File: config.mk
export PLATFORM = sky130hd
export DESIGN_NAME = surface_depth_from_scan_column
export DESIGN_NICKNAME = d
export VERILOG_FILES = /design/src/sv/sdfs_pkg.sv /design/src/sv/surface_depth_from_scan_column.sv /design/src/sv/sdfs_front.sv /design/src/sv/sdfs_fifo.sv /design/src/sv/sdfs_filter.sv /design/src/sv/sdfs_track.sv
export SDC_FILE = /design/constraint.sdc
export NUM_CORES = 2
export LEC_CHECK = 0
export BUFFER_PORTS_ARGS = -buffer_cell sky130_fd_sc_hd__buf_4
export CAP_MARGIN = 0
export CORE_UTILIZATION = 50
export CTS_CLUSTER_DIAMETER = 80
export DETAILED_ROUTE_END_ITERATION = 8
export PLACE_DENSITY = 0.65
export SLEW_MARGIN = 0
export SYNTH_ARGS = -nofsm -noshare
export SYNTH_HDL_FRONTEND = slang
export SYNTH_SLANG_ARGS = --single-unit
File: constraint.sdc
create_clock -name clk_i -period 18.9 [get_ports clk_i]
set_input_delay 0 -clock clk_i [delete_from_list [all_inputs] [get_ports clk_i]]
set_output_delay 0 -clock clk_i [all_outputs]
set_load 0.02 [all_outputs]
File: src/sv/sdfs_pkg.sv
package sdfs_pkg;

  // Field and datapath widths
  localparam int SAMPLE_W  = 8;
  localparam int POS_W     = 8;
  localparam int CNT_W     = 9;
  localparam int CFG_IDX_W = 2;

  // Defaults for the top-level parameters
  localparam int TAP_COUNT_DEF  = 21;
  localparam int MAX_COLUMN_DEF = 256;

  // Register indexes and reset values
  localparam logic [CFG_IDX_W-1:0] REG_PEAK_THRESHOLD = 2'd0;
  localparam logic [CFG_IDX_W-1:0] REG_DEPTH_OFFSET   = 2'd1;
  localparam logic [SAMPLE_W-1:0]  THR_RESET          = 8'd50;
  localparam logic [SAMPLE_W-1:0]  OFF_RESET          = 8'd8;

  // Queue between front and back
  localparam int FIFO_DEPTH = 4;

  // Filter arithmetic: Q1.15 weights, products of 9-bit differences
  localparam int WEIGHT_W    = 16;
  localparam int DIFF_W      = 9;
  localparam int PROD_W      = 25;
  localparam int GROUP_SIZE  = 4;
  localparam int GRP_W       = 27;
  localparam int ACC_W       = 29;
  localparam int Q_SHIFT     = 15;
  localparam int QUOT_W      = ACC_W - 1 - Q_SHIFT;
  localparam int SAT_LIMIT   = 1280;   // 256 * 5, first quotient that saturates
  localparam int DIV_IN_W    = 11;
  localparam int RECIP_W     = 27;
  localparam int RECIP       = 52429;  // round(2^18 / 5)
  localparam int RECIP_SHIFT = 18;

  // tanh(k/4) in Q1.15 for k = 0..15
  localparam logic [14:0] TANH_Q15 [16] = '{
    15'd0,     15'd8026,  15'd15143, 15'd20813, 15'd24956, 15'd27797, 15'd29660, 15'd30847,
    15'd31589, 15'd32048, 15'd32329, 15'd32501, 15'd32606, 15'd32670, 15'd32708, 15'd32732
  };

  function automatic logic signed [WEIGHT_W-1:0] tap_weight(input int k);
    logic [3:0] sel;
    sel = k[3:0];
    return $signed({1'b0, TANH_Q15[sel]});
  endfunction

  // One classified sample on its way from front to back
  typedef struct packed {
    logic [SAMPLE_W-1:0] sample;
    logic                push;      // sample enters the window
    logic                first;     // first sample: fill the whole window
    logic                consider;  // window center is a real position
    logic                last;      // column ends after this sample
    logic [POS_W-1:0]    pos;       // center position when considered
    logic [POS_W-1:0]    len_m1;    // column length minus one, on last
  } item_t;

  // Control that travels with each window step down the filter pipeline
  typedef struct packed {
    logic             consider;
    logic             fin;          // last step of the column
    logic [POS_W-1:0] pos;
    logic [POS_W-1:0] len_m1;
  } tag_t;

endpackage

File: src/sv/surface_depth_from_scan_column.sv
// Surface depth detector: streams the 8-bit samples of one depth column in z order
// (tlast on the final one), filters them with an antisymmetric tanh step kernel of
// TAP_COUNT taps (edges replicated), scales by 1/5 and clamps to 0..255, then keeps the
// running maximum up to the first value above peak_threshold. One result per column:
// depth_index = peak index + depth_offset capped at the column end, or column length
// minus one when no peak reaches the threshold; peak_found tells which. Samples beyond
// MAX_COLUMN are ignored. Within a column the input takes one sample per cycle while the
// queue has room. After the last sample of a column the back end replicates the edge
// sample to flush the window; the four-entry queue takes the first four samples of the
// next column during that flush, after which the input stalls. After the flush the
// result passes the window, product, group-sum, sum and scale registers and the result
// register before it is valid. While a result waits, the whole back end holds.
module surface_depth_from_scan_column import sdfs_pkg::*; #(
  parameter int TAP_COUNT  = TAP_COUNT_DEF,
  parameter int MAX_COLUMN = MAX_COLUMN_DEF
) (
  input  logic                 clk_i,
  input  logic                 rst_ni,
  input  logic                 s_axis_tvalid,
  output logic                 s_axis_tready,
  input  logic [7:0]           s_axis_tdata,   // [7:0] sample
  input  logic                 s_axis_tlast,   // last
  output logic                 m_axis_tvalid,
  input  logic                 m_axis_tready,
  output logic [7:0]           m_axis_tdata,   // [7:0] depth_index
  output logic                 m_axis_tuser,   // [0] peak_found
  input  logic                 cfg_valid_i,
  output logic                 cfg_ready_o,
  input  logic [CFG_IDX_W-1:0] cfg_index_i,
  input  logic [7:0]           cfg_data_i
);

  logic [SAMPLE_W-1:0] thr_q, off_q;
  logic                push_valid, push_ready;
  item_t               push_item;
  logic                pop_valid, pop_ready;
  item_t               pop_item;
  logic                en;
  logic                v_valid;
  logic [SAMPLE_W-1:0] v_val;
  tag_t                v_tag;

  // Configuration registers
  assign cfg_ready_o = 1'b1;

  always_ff @(posedge clk_i or negedge rst_ni) begin
    if (!rst_ni) begin
      thr_q <= THR_RESET;
      off_q <= OFF_RESET;
    end else if (cfg_valid_i && cfg_ready_o) begin
      unique case (cfg_index_i)
        REG_PEAK_THRESHOLD: thr_q <= cfg_data_i;
        REG_DEPTH_OFFSET:   off_q <= cfg_data_i;
        default: ;
      endcase
    end
  end

  sdfs_front #(
    .TAP_COUNT  (TAP_COUNT),
    .MAX_COLUMN (MAX_COLUMN)
  ) u_front (
    .clk_i        (clk_i),
    .rst_ni       (rst_ni),
    .in_valid_i   (s_axis_tvalid),
    .in_ready_o   (s_axis_tready),
    .sample_i     (s_axis_tdata),
    .last_i       (s_axis_tlast),
    .push_valid_o (push_valid),
    .push_ready_i (push_ready),
    .item_o       (push_item)
  );

  sdfs_fifo #(
    .DEPTH (FIFO_DEPTH)
  ) u_fifo (
    .clk_i      (clk_i),
    .rst_ni     (rst_ni),
    .wr_valid_i (push_valid),
    .wr_ready_o (push_ready),
    .wr_data_i  (push_item),
    .rd_valid_o (pop_valid),
    .rd_ready_i (pop_ready),
    .rd_data_o  (pop_item)
  );

  sdfs_filter #(
    .TAP_COUNT (TAP_COUNT)
  ) u_filter (
    .clk_i        (clk_i),
    .rst_ni       (rst_ni),
    .en_i         (en),
    .item_valid_i (pop_valid),
    .item_ready_o (pop_ready),
    .item_i       (pop_item),
    .v_valid_o    (v_valid),
    .v_o          (v_val),
    .tag_o        (v_tag)
  );

  sdfs_track u_track (
    .clk_i         (clk_i),
    .rst_ni        (rst_ni),
    .v_valid_i     (v_valid),
    .v_i           (v_val),
    .tag_i         (v_tag),
    .thr_i         (thr_q),
    .off_i         (off_q),
    .en_o          (en),
    .out_valid_o   (m_axis_tvalid),
    .out_ready_i   (m_axis_tready),
    .depth_index_o (m_axis_tdata),
    .peak_found_o  (m_axis_tuser)
  );

endmodule

File: src/sv/sdfs_front.sv
module sdfs_front import sdfs_pkg::*; #(
  parameter int TAP_COUNT  = TAP_COUNT_DEF,
  parameter int MAX_COLUMN = MAX_COLUMN_DEF
) (
  input  logic                clk_i,
  input  logic                rst_ni,
  input  logic                in_valid_i,
  output logic                in_ready_o,
  input  logic [SAMPLE_W-1:0] sample_i,
  input  logic                last_i,
  output logic                push_valid_o,
  input  logic                push_ready_i,
  output item_t               item_o
);

  localparam int KHALF = (TAP_COUNT - 1) / 2;

  logic [CNT_W-1:0] cnt_q, cnt_d;
  logic             kept;
  logic             accept;

  // Classify the incoming sample against the column position
  assign kept   = cnt_q < CNT_W'(MAX_COLUMN);
  assign accept = in_valid_i && in_ready_o;

  always_comb begin
    item_o.sample   = sample_i;
    item_o.push     = kept;
    item_o.first    = (cnt_q == '0);
    item_o.consider = kept && (cnt_q >= CNT_W'(KHALF));
    item_o.last     = last_i;
    item_o.pos      = POS_W'(cnt_q - CNT_W'(KHALF));
    item_o.len_m1   = kept ? cnt_q[POS_W-1:0] : POS_W'(MAX_COLUMN - 1);
  end

  // Drop overlong samples unless they close the column
  assign in_ready_o   = push_ready_i;
  assign push_valid_o = in_valid_i && (kept || last_i);

  // Advance the sample count, restart it on the last sample
  always_comb begin
    cnt_d = cnt_q;
    if (accept) begin
      if (last_i) begin
        cnt_d = '0;
      end else if (kept) begin
        cnt_d = cnt_q + CNT_W'(1);
      end
    end
  end

  always_ff @(posedge clk_i or negedge rst_ni) begin
    if (!rst_ni) begin
      cnt_q <= '0;
    end else begin
      cnt_q <= cnt_d;
    end
  end

endmodule

File: src/sv/sdfs_fifo.sv
module sdfs_fifo import sdfs_pkg::*; #(
  parameter int DEPTH = FIFO_DEPTH
) (
  input  logic  clk_i,
  input  logic  rst_ni,
  input  logic  wr_valid_i,
  output logic  wr_ready_o,
  input  item_t wr_data_i,
  output logic  rd_valid_o,
  input  logic  rd_ready_i,
  output item_t rd_data_o
);

  localparam int PTR_W = (DEPTH > 1) ? $clog2(DEPTH) : 1;
  localparam int CNT_FW = $clog2(DEPTH + 1);

  item_t              mem_q [DEPTH];
  logic [PTR_W-1:0]   wr_ptr_q, rd_ptr_q;
  logic [CNT_FW-1:0]  count_q;
  logic               do_wr, do_rd;

  assign wr_ready_o = count_q != CNT_FW'(DEPTH);
  assign rd_valid_o = count_q != '0;
  assign rd_data_o  = mem_q[rd_ptr_q];
  assign do_wr      = wr_valid_i && wr_ready_o;
  assign do_rd      = rd_valid_o && rd_ready_i;

  // Store entries
  always_ff @(posedge clk_i) begin
    if (do_wr) begin
      mem_q[wr_ptr_q] <= wr_data_i;
    end
  end

  // Advance pointers and fill level
  always_ff @(posedge clk_i or negedge rst_ni) begin
    if (!rst_ni) begin
      wr_ptr_q <= '0;
      rd_ptr_q <= '0;
      count_q  <= '0;
    end else begin
      if (do_wr) begin
        wr_ptr_q <= (wr_ptr_q == PTR_W'(DEPTH - 1)) ? '0 : wr_ptr_q + PTR_W'(1);
      end
      if (do_rd) begin
        rd_ptr_q <= (rd_ptr_q == PTR_W'(DEPTH - 1)) ? '0 : rd_ptr_q + PTR_W'(1);
      end
      if (do_wr && !do_rd) begin
        count_q <= count_q + CNT_FW'(1);
      end else if (do_rd && !do_wr) begin
        count_q <= count_q - CNT_FW'(1);
      end
    end
  end

endmodule

File: src/sv/sdfs_filter.sv
module sdfs_filter import sdfs_pkg::*; #(
  parameter int TAP_COUNT = TAP_COUNT_DEF
) (
  input  logic                clk_i,
  input  logic                rst_ni,
  input  logic                en_i,
  input  logic                item_valid_i,
  output logic                item_ready_o,
  input  item_t               item_i,
  output logic                v_valid_o,
  output logic [SAMPLE_W-1:0] v_o,
  output tag_t                tag_o
);

  localparam int KHALF  = (TAP_COUNT - 1) / 2;
  localparam int WIN    = 2 * KHALF + 1;
  localparam int NGRP   = (KHALF + GROUP_SIZE - 1) / GROUP_SIZE;
  localparam int LEFT_W = $clog2(KHALF + 1);
  localparam int ZW     = POS_W + 2;

  // Window and edge-flush sequencer
  logic [SAMPLE_W-1:0]      win_q [WIN];
  logic                     flush_q;
  logic [LEFT_W-1:0]        left_q;
  logic signed [ZW-1:0]     z_q;
  logic [POS_W-1:0]         flen_q;
  logic                     pop;
  logic                     w_vld_q;
  tag_t                     w_tag_q, w_tag_d;

  // Pipeline stages
  logic signed [PROD_W-1:0] prod_q [KHALF];
  logic                     p_vld_q;
  tag_t                     p_tag_q;
  logic signed [GRP_W-1:0]  grp_q [NGRP];
  logic signed [GRP_W-1:0]  grp_d [NGRP];
  logic                     s_vld_q;
  tag_t                     s_tag_q;
  logic signed [ACC_W-1:0]  acc_q, acc_d;
  logic                     a_vld_q;
  tag_t                     a_tag_q;
  logic [SAMPLE_W-1:0]      v_q, v_d;
  logic                     v_vld_q;
  tag_t                     v_tag_q;
  logic [QUOT_W-1:0]        quot;
  logic [RECIP_W-1:0]       recip_prod;

  assign item_ready_o = en_i && !flush_q;
  assign pop          = item_valid_i && item_ready_o;

  // Tag of the window step taken this cycle
  always_comb begin
    if (flush_q) begin
      w_tag_d.consider = !z_q[ZW-1];
      w_tag_d.fin      = (left_q == LEFT_W'(1));
      w_tag_d.pos      = z_q[POS_W-1:0];
      w_tag_d.len_m1   = flen_q;
    end else begin
      w_tag_d.consider = item_i.consider;
      w_tag_d.fin      = 1'b0;
      w_tag_d.pos      = item_i.pos;
      w_tag_d.len_m1   = item_i.len_m1;
    end
  end

  // Shift the window: fill on the first sample, replicate the edge while flushing
  always_ff @(posedge clk_i) begin
    if (en_i) begin
      if (flush_q) begin
        for (int j = 0; j < WIN - 1; j++) begin
          win_q[j] <= win_q[j+1];
        end
      end else if (pop && item_i.push) begin
        if (item_i.first) begin
          for (int j = 0; j < WIN; j++) begin
            win_q[j] <= item_i.sample;
          end
        end else begin
          for (int j = 0; j < WIN - 1; j++) begin
            win_q[j] <= win_q[j+1];
          end
          win_q[WIN-1] <= item_i.sample;
        end
      end
    end
  end

  // Run the edge flush after each column's last sample
  always_ff @(posedge clk_i or negedge rst_ni) begin
    if (!rst_ni) begin
      flush_q <= 1'b0;
      left_q  <= '0;
      w_vld_q <= 1'b0;
    end else if (en_i) begin
      w_vld_q <= flush_q || pop;
      if (flush_q) begin
        left_q <= left_q - LEFT_W'(1);
        if (left_q == LEFT_W'(1)) begin
          flush_q <= 1'b0;
        end
      end else if (pop && item_i.last) begin
        flush_q <= 1'b1;
        left_q  <= LEFT_W'(KHALF);
      end
    end
  end

  always_ff @(posedge clk_i) begin
    if (en_i) begin
      w_tag_q <= w_tag_d;
      if (flush_q) begin
        z_q <= z_q + ZW'(1);
      end else if (pop && item_i.last) begin
        z_q    <= $signed({2'b00, item_i.len_m1}) + ZW'(1) - ZW'(KHALF);
        flen_q <= item_i.len_m1;
      end
    end
  end

  // Weight the antisymmetric differences around the center
  always_ff @(posedge clk_i) begin
    if (en_i) begin
      p_tag_q <= w_tag_q;
      for (int k = 1; k <= KHALF; k++) begin
        prod_q[k-1] <= PROD_W'(($signed({1'b0, win_q[KHALF+k]}) -
                                $signed({1'b0, win_q[KHALF-k]})) * tap_weight(k));
      end
    end
  end

  // Sum the products in small groups
  always_comb begin
    int idx;
    idx = 0;
    for (int g = 0; g < NGRP; g++) begin
      grp_d[g] = '0;
      for (int i = 0; i < GROUP_SIZE; i++) begin
        idx = g * GROUP_SIZE + i;
        if (idx < KHALF) begin
          grp_d[g] = grp_d[g] + GRP_W'(prod_q[idx]);
        end
      end
    end
  end

  always_ff @(posedge clk_i) begin
    if (en_i) begin
      s_tag_q <= p_tag_q;
      for (int g = 0; g < NGRP; g++) begin
        grp_q[g] <= grp_d[g];
      end
    end
  end

  // Add the group sums
  always_comb begin
    acc_d = '0;
    for (int g = 0; g < NGRP; g++) begin
      acc_d = acc_d + ACC_W'(grp_q[g]);
    end
  end

  always_ff @(posedge clk_i) begin
    if (en_i) begin
      a_tag_q <= s_tag_q;
      acc_q   <= acc_d;
    end
  end

  // Scale by 1/163840: drop 15 fraction bits, divide by 5 through a reciprocal
  assign quot       = acc_q[ACC_W-2:Q_SHIFT];
  assign recip_prod = RECIP_W'(quot[DIV_IN_W-1:0]) * RECIP_W'(RECIP);

  always_comb begin
    if (acc_q[ACC_W-1] || (acc_q == '0)) begin
      v_d = '0;
    end else if (quot >= QUOT_W'(SAT_LIMIT)) begin
      v_d = '1;
    end else begin
      v_d = recip_prod[RECIP_SHIFT +: SAMPLE_W];
    end
  end

  always_ff @(posedge clk_i) begin
    if (en_i) begin
      v_tag_q <= a_tag_q;
      v_q     <= v_d;
    end
  end

  // Stage valid bits
  always_ff @(posedge clk_i or negedge rst_ni) begin
    if (!rst_ni) begin
      p_vld_q <= 1'b0;
      s_vld_q <= 1'b0;
      a_vld_q <= 1'b0;
      v_vld_q <= 1'b0;
    end else if (en_i) begin
      p_vld_q <= w_vld_q;
      s_vld_q <= p_vld_q;
      a_vld_q <= s_vld_q;
      v_vld_q <= a_vld_q;
    end
  end

  assign v_valid_o = v_vld_q;
  assign v_o       = v_q;
  assign tag_o     = v_tag_q;

endmodule

File: src/sv/sdfs_track.sv
module sdfs_track import sdfs_pkg::*; (
  input  logic                clk_i,
  input  logic                rst_ni,
  input  logic                v_valid_i,
  input  logic [SAMPLE_W-1:0] v_i,
  input  tag_t                tag_i,
  input  logic [SAMPLE_W-1:0] thr_i,
  input  logic [SAMPLE_W-1:0] off_i,
  output logic                en_o,
  output logic                out_valid_o,
  input  logic                out_ready_i,
  output logic [POS_W-1:0]    depth_index_o,
  output logic                peak_found_o
);

  logic [SAMPLE_W-1:0] peak_q, peak_d;
  logic [POS_W-1:0]    pos_q, pos_d;
  logic                pvalid_q, pvalid_d;
  logic                done_q, done_d;
  logic                out_vld_q;
  logic [POS_W-1:0]    idx_q, idx_d;
  logic                found_q, found_d;
  logic [POS_W:0]      idx_sum;
  logic                step;

  // Hold the whole back end while a result waits
  assign en_o = !out_vld_q || out_ready_i;
  assign step = en_o && v_valid_i;

  // Track the running maximum until the threshold is passed
  always_comb begin
    peak_d   = peak_q;
    pos_d    = pos_q;
    pvalid_d = pvalid_q;
    done_d   = done_q;
    if (tag_i.consider && !done_q) begin
      if (v_i > peak_q) begin
        peak_d   = v_i;
        pos_d    = tag_i.pos;
        pvalid_d = 1'b1;
      end
      if (v_i > thr_i) begin
        done_d = 1'b1;
      end
    end
  end

  // Form the column result from the updated peak
  assign idx_sum = {1'b0, pos_d} + {1'b0, off_i};

  always_comb begin
    found_d = pvalid_d && (peak_d >= thr_i);
    if (found_d && (idx_sum <= {1'b0, tag_i.len_m1})) begin
      idx_d = idx_sum[POS_W-1:0];
    end else begin
      idx_d = tag_i.len_m1;
    end
  end

  always_ff @(posedge clk_i or negedge rst_ni) begin
    if (!rst_ni) begin
      peak_q    <= '0;
      pos_q     <= '0;
      pvalid_q  <= 1'b0;
      done_q    <= 1'b0;
      out_vld_q <= 1'b0;
    end else if (en_o) begin
      out_vld_q <= step && tag_i.fin;
      if (step) begin
        if (tag_i.fin) begin
          peak_q   <= '0;
          pos_q    <= '0;
          pvalid_q <= 1'b0;
          done_q   <= 1'b0;
        end else begin
          peak_q   <= peak_d;
          pos_q    <= pos_d;
          pvalid_q <= pvalid_d;
          done_q   <= done_d;
        end
      end
    end
  end

  // Result register
  always_ff @(posedge clk_i) begin
    if (en_o && step && tag_i.fin) begin
      idx_q   <= idx_d;
      found_q <= found_d;
    end
  end

  assign out_valid_o   = out_vld_q;
  assign depth_index_o = idx_q;
  assign peak_found_o  = found_q;

endmodule

# == After elaboration in Yosys (flattened, before gate mapping) ==
# Memories as Yosys holds them, arrays and structs flattened.
# Cells that the tools add are included.
# classes
n_addsub,30
multipliers,11
div,0
order_cmp,7
n_eq_ne,5
n_shift,0
mux,87
bitwise_logic,42
reduce_logical,43
# op_table
operator,count
8-bit 2-to-1 mux,50
25-bit by 16-bit multiplier with 25-bit output (second input constant),5
8-bit by 8-bit subtractor with 9-bit output,10
25-bit by 25-bit adder with 26-bit output,3
26-bit by 25-bit adder with 27-bit output,2
27-bit by 25-bit adder with 27-bit output,2
25-bit by 14-bit multiplier with 23-bit output (second input constant),2
1-bit bitwise OR,41
28-bit by 27-bit adder with 29-bit output,1
29-bit logical NOT,1
27-bit by 27-bit adder with 28-bit output,1
11-bit by 16-bit multiplier with 26-bit output (second input constant),1
1-bit 2-to-1 mux,26
25-bit by 12-bit multiplier with 21-bit output (second input constant),1
25-bit by 13-bit multiplier with 24-bit output (second input constant),1
25-bit by 15-bit multiplier with 25-bit output (second input constant),1
10-bit 2-to-1 mux,2
18-bit 2-to-1 mux,1
9-bit 2-to-1 mux,2
1-bit logical AND,17
8-bit greater-than comparator,2
13-bit by 11-bit greater-or-equal comparator with 1-bit output (second input constant),1
10-bit by 2-bit adder with 10-bit output (second input constant),1
2-bit AND reduction,5
29 further kinds,46
# word_totals
ff_bits,215
latch_bits,0
mem_bits_rw,611
rom_bits,0
in_bits,24
out_inout_bits,12
elab_cells,273
mem_count,4
# memory_table
memory,depth,word_bits,rd,rd_clocked_by_memory_dff,wr,line_no,rtl
u_filter.prod_q,10,25,10,0,10,sdfs_filter.sv:32,logic signed [PROD_W-1:0] prod_q [KHALF];
u_filter.win_q,21,8,21,0,21,sdfs_filter.sv:22,logic [SAMPLE_W-1:0] win_q [WIN];
u_fifo.mem_q,4,28,1,0,1,sdfs_fifo.sv:17,item_t mem_q [DEPTH];
u_filter.grp_q,3,27,3,0,3,sdfs_filter.sv:35,logic signed [GRP_W-1:0] grp_q [NGRP];

# == Logic depth before layout (Yosys ltp) ==
# logic_depth
ltp_word,11
mapped_depth,29
ltp_nobuf,29

# == Hierarchy ==
# A second synthesis with hierarchy kept.
# unflattened
hier_cells,5331
hier_area_um2,64775.9
# by_module_without_submodules
module,instances,cells_per_inst,area_each_um2,seq_area_each_um2
sdfs_filter,1,4786,56490.4,19198.4
sdfs_fifo,1,183,4494.3,3538.4
sdfs_track,1,226,2334.7,745.7
sdfs_front,1,100,829.5,225.2
surface_depth_from_scan_column,1,36,626.9,405.4

# == Least setup slack after synthesis ==
# OpenSTA, ideal clock, no wires.
# synth_timing
path_kind,register to register
startpoint,"register u_track.out_vld_q, in the netlist u_track.out_valid_o"
endpoint,register u_track.peak_q[0]
setup_time_ns,0.144
arrival_ns,16.012
required_ns,18.756
setup_slack_ns,2.744
stages_incl_launch_ff,7
path_buffers,1
period_less_slack_ns,16.156
path_cell_list,dfrtp_1 nor2b_1 inv_1 clkbuf_1 nand2_1 nand2_1 o21ai_0
# synth_between
elab_chain_len,4
# synth_rtl
item,line_no,rtl
from (decl),sdfs_track.sv:20,logic out_vld_q;
from (signal assigned),sdfs_track.sv:68,out_vld_q <= step && tag_i.fin;
1-bit logical NOT *,sdfs_track.sv:27,assign en_o = !out_vld_q || out_ready_i;
1-bit logical OR *,sdfs_track.sv:27,
net en,surface_depth_from_scan_column.sv:38,logic en;
1-bit logical AND,sdfs_track.sv:28,assign step = en_o && v_valid_i;
2-bit AND reduction (no source line) *,-,
to (signal assigned),sdfs_track.sv:76,peak_q <= peak_d;
to (decl),sdfs_track.sv:16,"logic [SAMPLE_W-1:0] peak_q, peak_d;"
# The timed path passes the listed nets; every way through them passes the cells marked *.
# A chain may end at the register's enable or synchronous reset.

==> summary.md <==
| Metric | Value |
|---|---|
| Run status | finished clean |
| First-pass GRT wire length | roughly 220000 um |
| Post-CTS sizing | 0 |
| Fmax | 0.134 GHz |
| Die Area | 134000 um2 |
| Share of layout cells above drive strength 1 | 5.54% |
| Postcts setup bufs | 0 |
| Die W | 365 um |
| EDFF count, synth | 755 |
| CTS H-Tree Depth | 3 |
| RSZ-0062 raised after global routing | no |
| Syn Nets | roughly 7200 |
| CTS clk-pin slew, worst paths | approximately 0.06 ns |
| Vias in the first global route | 40351 |
| Clk buf depth | 3 |
| Synth top area share | between 30% and 40% |
| Largest net degree at the start of global routing | 156 |
| Grt ovf | 0 |
| Die Ht | 365 um |
| # rows | 132 |
| CP max-delay cell | xor2_1 |
| Commonest cells after routing, fill and taps aside | 1046 x ha_1, 948 x inv_1, 755 x edfxtp_1, 498 x fa_1, 270 x a21o_1 |
| Drt wl/cell | 18.8 um |
| Synth area leader | edfxtp_1 |
| CP required | about 19 ns |
| Yosys cell types | around 100 |
| FILL cells | 10983 |
| CP arrival | 7.87 ns |
| Post-synthesis cell count | between 5000 and 6000 |
| Antenna cell count | 0 |
| Pre-antenna DRT Iters | 6 |
| CP dominant cell by count | inv_1 |
| # clock sinks | 816 |
| Tmin final | roughly 7.5 ns |
| Worst path max stage delay | between 0.7 and 0.8 ns |
| Register area | 24200 um2 |
| Worst hold-check path type | in -> reg |
| Fin crit share | between 30 and 40% |
| Number of buffers created by CTS | 93 |
| Most used flip-flop cell after synthesis | edfxtp_1 |
| Syn avg cell area | 11.7 um2 |
| Post-DP HPWL | between 100000 and 150000 um |
| Final-report hold violation count | 0 |
| Max cap viols | 0 |
| CTS tree | yes |
| Critical Path Sink Type | flop |
| Total length of routed wires | 143000 um |
| IO buf count | 34 |
| Root buf cell | clkbuf_16 |
| Finished Cell Area | 71900 um2 |
| DRC viols | 0 |
| Startpoint Class | flop |
| Clock latency on the worst-skew pair | 0.76 ns |
| Post-synthesis cell area | 66000 um2 |
| Most common cell after layout, fill and taps aside | ha_1 |
| Ys async rst share | ~7.5% |
| CP Max Fanout | 8 |
| Number of vias per cell | 5.34 |
| Via count | 40521 |
| I/O Pins | 36 |
| Initial Utilization | around half |
| DP Area | 68300 um2 |
| Seq/Total Area, Yosys | 36.7% |
| Synth-to-Final Area Change | 8.95% |
| Max-slew headroom | between 20% and 30% |
| Synth top area cells | edfxtp_1 34%, ha_1 20%, fa_1 15%, inv_1 5.4%, a21o_1 3.1% |
| Detail Route Antenna Nets | 0 |
| Core area | 130000 um2 |
| Warnings from Yosys | 0 |
| Setup Crit Path Kind | reg -> reg |
| Initial antenna violation count | 4 |
| Worst Skew | 0.0755 ns |
| Multi-input gate area in the final layout | 37900 um2 |
| Nets | approximately 7300 |
| Worst-Margin Slew | 1.15 ns |
| Sum Neg Setup Slack | 0 ns |
| Synth Register Bits | 816 |
| Global-route usage over all layers | 21.7% |
| GPL Wtd Cong | ~0.9 |
| Fin. max-slew vios | 0 |
| Drt initial violations | 2667 |
| Final setup vio count | 0 |
## synth_stat cells, types with 50 or more instances
| master | n |
|---|---|
| o21a_1 | 50 |
| a21oi_1 | 224 |
| a21o_1 | 270 |
| xnor2_1 | 210 |
| nor2_1 | 238 |
| o21ai_0 | 154 |
| edfxtp_1 | 755 |
| nor2b_1 | 59 |
| xor2_1 | 100 |
| ha_1 | 1046 |
| inv_1 | 949 |
| fa_1 | 498 |
| nand3_1 | 77 |
| nor3_1 | 76 |
| nand2_1 | 237 |
| dfrtp_1 | 57 |
## critical path: cells and delay by family (launching register included)
kind / cells / cell delay, ns
compound gates: 8 / 1.68
mux: 1 / 0.11
flops: 1 / 0.45
buf+inv: 5 / 0.31
fa+ha+maj: 7 / 2.79
simple gates: 6 / 0.99
xor+xnor: 1 / 0.78
## path summary, 6_finish.rpt
path	to	start	depth (start not counted)	slack, ns
min reg2reg	u_filter.p_tag_q[10]$_DFFE_PN_	u_filter.w_tag_q[10]$_DFFE_PN_	0	0.42
max	u_filter.prod_q[7][24]$_DFFE_PN_	u_filter.win_q[0][17]$_DFFE_PP_	28	11.41
max reg2reg	u_filter.prod_q[7][24]$_DFFE_PN_	u_filter.win_q[0][17]$_DFFE_PP_	28	11.41
min	u_fifo.mem_q[2][24]$_DFFE_PP_	s_axis_tdata[4]	2	0.03
min in group asynchronous	thr_q[1]$_DFFE_PN1P_	rst_ni	3	0.36
max in group asynchronous	u_fifo.rd_ptr_q[0]$_DFFE_PN0P_	rst_ni	4	18.16
## stage by stage
step                utilization (%)  std cells  hold WS [ns]  setup slack (ns)
finish                         55.2       7587        0.0348             11.41
global placement               52.4       7369         0.177             11.49
CTS                            55.2       7587       0.00255             11.41
detailed placement             52.4       7369         0.169             11.48
floorplan                         -       5654        -0.296              2.74
global route                   55.2       7587        0.0321             10.88
## state kept, by name, summed over array words and instances (netlist names), 9 cells and up
name              flops
u_filter.prod_q     241
u_filter.win_q      168
u_fifo.mem_q        112
u_filter.grp_q       80
u_filter.acc_q       29
u_filter.a_tag_q     18
u_filter.p_tag_q     18
u_filter.s_tag_q     18
u_filter.tag_o       18
u_filter.w_tag_q     18
u_filter.z_q         10
u_front.cnt_q         9
## cell type report
| class | instances | area share [%] |
|---|---|---|
| Clock buffer | 106 | 3.30 |
| Timing Repair Buffer | 100 | 1.27 |
| Tap cell | 1742 | 3.03 |
| Sequential cell | 816 | 33.6 |
| Multi-Input combinational cell | 3809 | 52.7 |
| Inverter | 950 | 4.97 |
| Clock inverter | 64 | 1.10 |
## routing by layer
layer	GRT usage [%]	share of wire, %
met4	5.29	1.9
met3	2.73	4.5
met5	0	0
met2	34.9	46
met1	31.2	47
## repair_timing
| item | 4_1_cts | 5_1_grt |
|---|---|---|
| hold buffers | 48 | 0 |
| setup endpoints to repair | 0 | 0 |
| endpoints found under the hold margin | 132 | 0 |
## cells by family (layout without fill, tap and decap cells)
family | after synthesis | after routing | share of synthesized area (%)
AO/OA/AOI/OAI | 988 | 988 | 10.2
multiplexers | 70 | 70 | 1.64
AND/OR/NAND/NOR | 895 | 895 | 6.52
flip-flops | 816 | 816 | 36.7
other | 1 | 1 | 0.00568
adder cells (fa/ha/maj) | 1544 | 1544 | 34.9
buffers and inverters | 1029 | 1220 | 5.97
XOR/XNOR | 311 | 311 | 4.14
Power is not shown: default switching activity piles up to over one toggle a cycle in this logic, so the estimate is an artifact.
